**config.mk**
```make
export PLATFORM = sky130hd
export DESIGN_NAME = tpi_shade
export DESIGN_NICKNAME = d
export VERILOG_FILES = /design/src/design/tpi_pkg.sv /design/src/design/tpi_shade.sv
export SDC_FILE = /design/constraint.sdc
export NUM_CORES = 1
export LEC_CHECK = 0
export BUFFER_PORTS_ARGS = -buffer_cell sky130_fd_sc_hd__buf_2
export CAP_MARGIN = 20
export CORE_MARGIN = 5
export CORE_UTILIZATION = 30
export DETAILED_ROUTE_END_ITERATION = 6
export PLACE_DENSITY = 0.58
export SYNTH_ARGS = -nofsm -noshare
export SYNTH_HDL_FRONTEND = slang
export SYNTH_SLANG_ARGS = --single-unit
```
**constraint.sdc**
```tcl
create_clock -name i_clk -period 7.7 [get_ports i_clk]
set_input_delay 0.77 -clock i_clk [delete_from_list [all_inputs] [get_ports i_clk]]
set_output_delay 0.77 -clock i_clk [all_outputs]
set_load 0.02 [all_outputs]
```
**src/design/tpi_pkg.sv**
```systemverilog
`default_nettype none

package tpi_pkg;

    localparam int COORD_W = 16;
    localparam int SHADE_W = 16;
    localparam int GAIN_W  = 16;
    localparam int EPS_W   = 8;
    localparam int CFG_IDX_W  = 1;
    localparam int CFG_DATA_W = 16;

    // Internal arithmetic widths.
    localparam int DEN_W  = 34;   // |cross product| of two 17-bit differences
    localparam int NUM_W  = 52;   // rounded numerator magnitude
    localparam int QUOT_W = 17;   // quotient, clamped to 2^16
    localparam int GAIN_FRAC = 12;

    localparam logic [CFG_IDX_W-1:0] CFG_PRESSURE_GAIN = 1'd0;
    localparam logic [CFG_IDX_W-1:0] CFG_DEGEN_EPSILON = 1'd1;

    typedef enum logic [1:0] {
        ST_COVERED = 2'd0,
        ST_OUTSIDE = 2'd1,
        ST_DEGEN   = 2'd2
    } t_status;

    typedef struct packed {
        logic signed [COORD_W-1:0] v1_x;
        logic signed [COORD_W-1:0] v1_y;
        logic [SHADE_W-1:0]        v1_shade;
        logic signed [COORD_W-1:0] v2_x;
        logic signed [COORD_W-1:0] v2_y;
        logic [SHADE_W-1:0]        v2_shade;
        logic signed [COORD_W-1:0] v3_x;
        logic signed [COORD_W-1:0] v3_y;
        logic [SHADE_W-1:0]        v3_shade;
        logic signed [COORD_W-1:0] pixel_x;
        logic signed [COORD_W-1:0] pixel_y;
    } t_in_beat;

    typedef struct packed {
        t_status            status;
        logic [SHADE_W-1:0] pixel_shade;
        logic [SHADE_W-1:0] pixel_pressure;
    } t_out_beat;

    // Work handed from the geometry pipe to the divider, and along the divider.
    typedef struct packed {
        t_status            status;
        logic               neg;
        logic [SHADE_W-1:0] c1;
        logic [DEN_W-1:0]   den;
        logic [NUM_W-1:0]   rem;
        logic [QUOT_W-1:0]  quot;
        logic               done;
    } t_div_work;

endpackage

`default_nettype wire

```
**src/design/tpi_shade.sv**
```systemverilog
`default_nettype none

module tpi_shade
    import tpi_pkg::*;
(
    input  wire logic              i_clk,
    input  wire logic              i_rst_n,
    input  wire logic              i_en,
    input  wire logic [GAIN_W-1:0] i_gain,
    input  wire logic              i_valid,
    input  wire t_div_work         i_work,
    output logic                   o_valid,
    output t_out_beat              o_beat
);

    logic [2:0] r_v;
    logic [SHADE_W-1:0] r1_shade, r2_shade;
    t_status r1_status, r2_status;
    logic [SHADE_W+GAIN_W-1:0] r2_prod;
    t_out_beat r_out;

    logic signed [18:0] n_sum;
    logic [SHADE_W+GAIN_W-1:0] n_round;

    always_comb begin
        n_sum = i_work.neg ? (19'(i_work.c1) - 19'(i_work.quot))
                           : (19'(i_work.c1) + 19'(i_work.quot));
        n_round = r2_prod + (SHADE_W+GAIN_W)'(1 << (GAIN_FRAC - 1));
    end

    always_ff @(posedge i_clk) begin
        if (!i_rst_n) begin
            r_v <= '0;
        end else if (i_en) begin
            r_v <= {r_v[1:0], i_valid};
        end
    end

    always_ff @(posedge i_clk) begin
        if (i_en) begin
            r1_status <= i_work.status;
            if (i_work.status != ST_COVERED || n_sum[18]) begin
                r1_shade <= '0;
            end else if (n_sum > 19'sd65535) begin
                r1_shade <= '1;
            end else begin
                r1_shade <= n_sum[15:0];
            end

            r2_status <= r1_status;
            r2_shade  <= r1_shade;
            r2_prod   <= (SHADE_W+GAIN_W)'(r1_shade) * (SHADE_W+GAIN_W)'(i_gain);

            r_out.status      <= r2_status;
            r_out.pixel_shade <= r2_shade;
            if (n_round[SHADE_W+GAIN_W-1:GAIN_FRAC] > (SHADE_W+GAIN_W-GAIN_FRAC)'(16'hFFFF)) begin
                r_out.pixel_pressure <= '1;
            end else begin
                r_out.pixel_pressure <= n_round[GAIN_FRAC+SHADE_W-1:GAIN_FRAC];
            end
        end
    end

    assign o_valid = r_v[2];
    assign o_beat  = r_out;

endmodule

`default_nettype wire

```
* Word-level counts from Yosys, hierarchy flattened
Cells that the tools add are included.
** Cells by class
- Add/subtract/negate cells :: 3
- Multiplexer cells :: 2
- Reductions and logical operators :: 2
- Multipliers :: 1
- $lt $le $gt $ge :: 2
** Operators with widths (count)
- 32-bit by 12-bit adder with 32-bit output (second input constant) :: 1
- 16-bit by 16-bit multiplier with 32-bit output :: 1
- 20-bit by 16-bit > comparator with 1-bit output (second input constant) :: 1
- 19-bit by 17-bit > comparator with 1-bit output (second input constant) :: 1
- 19-bit 2-to-1 mux :: 1
- 16-bit by 17-bit adder with 18-bit output :: 1
- 16-bit by 17-bit subtractor with 18-bit output :: 1
- 16-bit 2-to-1 mux :: 1
- 2-bit nonzero test :: 1
- 1-bit logical OR :: 1
** Word-level totals
- Input port bits :: 143
- Output and inout port bits :: 35
- Register bits after elaboration :: 105
- Word-level logic and storage cells :: 19

* Longest topological paths before layout
- Word-level depth :: 4
- Mapped depth :: 23
- Gate-level depth less buffers :: 22

* Worst setup path before layout
No wires, ideal clock.
- Path kind :: in2reg
- Start :: input i_gain[12]
- End :: register r2_prod[27] (data pin)
- Stages on the path :: 20
- Setup slack :: 1.471 ns
- Data arrival time :: 5.971 ns
- Path buffers :: 1
- Required time :: 7.442 ns
- Library setup time :: 0.258 ns
- Path through :: clkbuf_1 -> and2_1 -> fa_1 -> inv_1 -> fa_1 -> inv_1 -> fa_1 -> fa_1 -> fa_1 -> inv_1 -> fa_1 -> inv_1 -> ha_1 -> nand3_1 -> a211o_1 -> nor2_1 -> o221ai_1 -> o311ai_1 -> a21oi_1 -> xnor2_1
** On the way
- Word-level cells in the longest chain between the ends :: 1
** RTL lines
- from (decl) :: line tpi_shade.sv:9 : input wire logic [GAIN_W-1:0] i_gain,
- 16-bit by 16-bit multiplier with 32-bit output :: line tpi_shade.sv:52 : r2_prod <= (SHADE_W+GAIN_W)'(r1_shade) * (SHADE_W+GAIN_W)'(i_gain);
- to (signal assigned) :: line tpi_shade.sv:52
- to (decl) :: line tpi_shade.sv:19 : logic [SHADE_W+GAIN_W-1:0] r2_prod;
Every way passes these cells.
A chain may end at the register's enable or synchronous reset.

* Worst setup path in the final report
- Start :: register r1_shade[9]
- End :: register r2_prod[29] (data pin)
** On the way
- Word-level cells in the longest chain between the ends :: 1
** RTL lines
- from (decl) :: line tpi_shade.sv:17 : logic [SHADE_W-1:0] r1_shade, r2_shade;
- from (signal assigned) :: line tpi_shade.sv:47 : r1_shade <= n_sum[15:0];
- 16-bit by 16-bit multiplier with 32-bit output :: line tpi_shade.sv:52
Every way passes these cells.

==> out/qor_table.md <==
| Result | This run |
|---|---|
| Share of synthesized flip-flops with an asynchronous set or reset | 0% |
| Leading post-synthesis cells by cell area | sky130_fd_sc_hd__fa_1 30%, sky130_fd_sc_hd__edfxtp_1 21%, sky130_fd_sc_hd__ha_1 13% |
| Largest area contributor in the netlist | sky130_fd_sc_hd__fa_1 |
| Final setup TNS | 0 ns |
| Number of search-and-repair iterations in the first detailed-routing pass | 4 |
| Vias per Instance | 4.49 |
| GP Congestion | 0.822 |
| CTS H-tree lvls | 3 |
| Resized cells post-CTS | 0 |
| Req. time, crit path | 7.82 ns |
| Antenna diode instance count | 0 |
| Starting DRT DRC Count | 443 |
| Per-instance average area after synthesis | 9.87 um^2 |
| Synth-to-layout area growth | 9.89% |
| Minimum hold slack | 0.421 ns |
| Chip Width | 219 um |
| Highest attainable clock frequency | 0.150 GHz |
| DRC violation count after routing | 0 |
| Total power density per cell area | 491 mW/mm^2 |
| Most repeated library cell on the critical path | sky130_fd_sc_hd__fa_1 |
| Die height | 219 um |
| Number of buffers created by CTS | 9 |
| Post-Synthesis Cell Area | 0.0132 mm^2 |
| HP Class | reg2reg |
| Crit share post-route | 86.9% |
| Rows | 76 |
| Clock latency reported for the late side of the worst-skew pair | 0.38 ns |
| Port Buffers | 90 |
| Slew @ Worst Pin | 1.02 ns |
| Starting density of the core | 30.4% |
| Number of synthesized flops with an enable pin | 91 |
| Avg WL per Cell | 14.4 um |
| Highest fanout seen on the critical path | 17 |
| Share of layout cells above drive strength 1 | 9.74% |
| Worst path bufs/invs | 4 |
| Start-to-end type of the worst setup path | reg2reg |
| CP max stage cell | sky130_fd_sc_hd__edfxtp_1 |
| Status | completed |
| Largest stage delay on the critical path | 0.71 ns |
| Nature of the critical path endpoint | flop |
| Gate count of the mapped netlist | 1334 |
| Count of yosys warnings during synthesis | 0 |
| Flip-flop and latch count after synthesis | 94 |
| Clock-pin transition on the worst setup and hold timing paths | 0.07 ns |
| Via count | 8899 |
| Portion of the post-synthesis area used by sequential elements | 21.2% |
| Residual antenna-violating net count after detailed routing | 0 |
| I/O pin cnt | 178 |
| Number of pins exceeding their max-slew limit in the final report | 0 |
| Placed wire-length estimate after detailed placement | 23500 um |
| Worst max-slew margin expressed relative to the limit | 31.3% |
| Total setup buffers inserted after CTS | 0 |
| Post-synth cell types | 66 |
| Clock tree from TritonCTS | done |
| Drt total wl | 28500 um |
| Clock root cell | sky130_fd_sc_hd__clkbuf_16 |
| Startpoint class of the critical path | flop |
| Die footprint | 0.0482 mm^2 |
| Hold-fix buffers, CTS | 0 |
| Worst EP arrival | 6.81 ns |
| Cell leakage power | 6.66 nW |
| Worst ir drop on vdd | 0.000388 V |
| Final count of hold timing violations | 0 |
| Number of fill cells | 4444 |
| Number of antenna violations at the first check in global routing | 2 |
| Syn Nets | 1806 |
| Global-route wire length before repair | 49200 um |
| RSZ-0062 raised after global routing | false |
| Number of maximum-capacitance violations | 0 |
| Floorplan core area | 0.0433 mm^2 |
| All-layer global routing usage | 12.6% |
| Area share of the leading cell type in the synthesized netlist | 29.6% |
| Setup Viol. Count Final | 0 |
| Clock Skew | 0.0137 ns |
| TritonCTS Sinks | 94 |
| Most used flip-flop cell after synthesis | sky130_fd_sc_hd__edfxtp_1 |
| Max Root-Sink Buffers | 2 |
| Largest net degree at the start of global routing | 51 |
| Vias in the first global route | 9706 |
| Nets | 1863 |
| Cell family with the largest share of critical-path delay | adder cells |
| Aggregate global routing overflow | 0 |
| Worst-path cell chain | and2_1 > fa_1 > inv_1 > fa_1 > inv_1 > fa_1 > fa_1 > fa_1 > inv_1 > fa_1 > inv_1 > ha_1 > nand2_1 > o21ai_0 > nor4_1 > o22ai_1 > a31oi_1 > o21ai_0 > a211oi_1 > nor2_1 |
| Post-layout min period | 6.69 ns |
area by class of cell:
class                   count  area (um^2)  share of cell area, %
clock buffers               9          225                   1.56
repair buffers             93          475                   3.29
clock inverters             7         91.3                  0.631
flip-flops and latches     94         2790                   19.3
inverters                 253          950                   6.56
multi-input cells         940         9200                   63.6
well taps                 585          732                   5.06
worst register-to-register path, delay by kind of cell (launching register included):
family | cells | cell delay [ns]
buffers and inverters | 4 | 0.20
flip-flops | 1 | 0.71
AND/OR/NAND/NOR | 4 | 0.81
AO/OA/AOI/OAI | 5 | 1.18
adder cells (fa/ha/maj) | 7 | 3.54
logic make-up after synthesis:
kind of cell / after synthesis / share of synthesized area (%)
AND/OR/NAND/NOR: 401 / 15.3
adder cells (fa/ha/maj): 329 / 42.4
buffers and inverters: 300 / 8.89
AO/OA/AOI/OAI: 153 / 8.32
flip-flops: 94 / 21.2
XOR/XNOR: 49 / 3.26
multiplexers: 8 / 0.618
state kept, by name (all words and copies together) (netlist names):
name and flops:
o_beat 34, r2_prod 21, r1_shade 16, r2_shade 16, r_v 3, r1_status 2
r2_status 2
power breakdown:
group	total [mW]	switching (mW)	internal, mW
logic	5.54	3.08	2.46
clock network	0.491	0.232	0.259
registers	1.07	0.0951	0.978
final timing paths:
| check | start | to | slack [ns] | cells after the start |
|---|---|---|---|---|
| worst min-delay path | r2_shade[3]$_DFFE_PP_ | o_beat[19]$_DFFE_PP_ | 0.42 | 0 |
| worst max register to register | r1_shade[9]$_SDFFCE_PP0P_ | r2_prod[29]$_DFFE_PP_ | 1.01 | 20 |
| worst min register to register | r2_shade[3]$_DFFE_PP_ | o_beat[19]$_DFFE_PP_ | 0.42 | 0 |
| worst max-delay path | r1_shade[9]$_SDFFCE_PP0P_ | r2_prod[29]$_DFFE_PP_ | 1.01 | 20 |
cell usage after synthesis, drive strengths merged (3+ instances only):
| master | instances |
|---|---|
| nand4 | 9 |
| nor2b | 13 |
| clkbuf | 38 |
| dfxtp | 3 |
| nor4 | 5 |
| xor2 | 17 |
| o31ai | 9 |
| and4 | 3 |
| fa | 195 |
| edfxtp | 91 |
| and2 | 132 |
| nand2b | 4 |
| ha | 134 |
| a211oi | 9 |
| o211ai | 5 |
| inv | 253 |
| a31oi | 6 |
| or3 | 7 |
| a21o | 19 |
| nand2 | 167 |
| nand3 | 10 |
| o21ai | 26 |
| mux2i | 7 |
| xnor2 | 32 |
| buf | 9 |
| nor3 | 6 |
| nor2 | 36 |
| and3 | 4 |
| o21a | 4 |
| o21bai | 3 |
| a21oi | 51 |
| a311oi | 3 |
stage by stage:
step	std cells	util, %	power (mW)	worst slack [ns]	cell area [um^2]
2_1_floorplan	1334	-	5.52	1.47	13200
3_3_place_gp	1965	32.7	6.58	0.756	14200
3_5_place_dp	1965	32.7	6.69	0.750	14200
4_1_cts	1981	33.4	7.24	0.953	14500
5_1_grt	1981	33.4	8.11	0.534	14500
6_report	1981	33.4	7.11	1.01	14500
metal layers:
layer / track usage, % / vias up / part of all wire, %
met5: 0 / - / 0.074
met4: 3.87 / 4 / 1.6
met3: 2.49 / 26 / 4.7
met2: 20.6 / 137 / 47
met1: 16.9 / 4396 / 47
li1: - / 4336 / -
placed cells by master, fill, tap and decap left out, drive strengths merged, types with 4 or more instances in the layout:
cell / count
a211oi: 9
a21o: 19
a21oi: 51
a31oi: 6
and2: 132
and3: 4
buf: 93
clkbuf: 9
edfxtp: 91
fa: 195
ha: 134
inv: 255
mux2i: 7
nand2: 167
nand2b: 4
nand3: 10
nand4: 9
nor2: 36
nor2b: 13
nor3: 6
nor4: 5
o211ai: 5
o21a: 4
o21ai: 26
o31ai: 9
or3: 7
xnor2: 32
xor2: 17
Note: power is estimated with default switching activity, not from simulation.
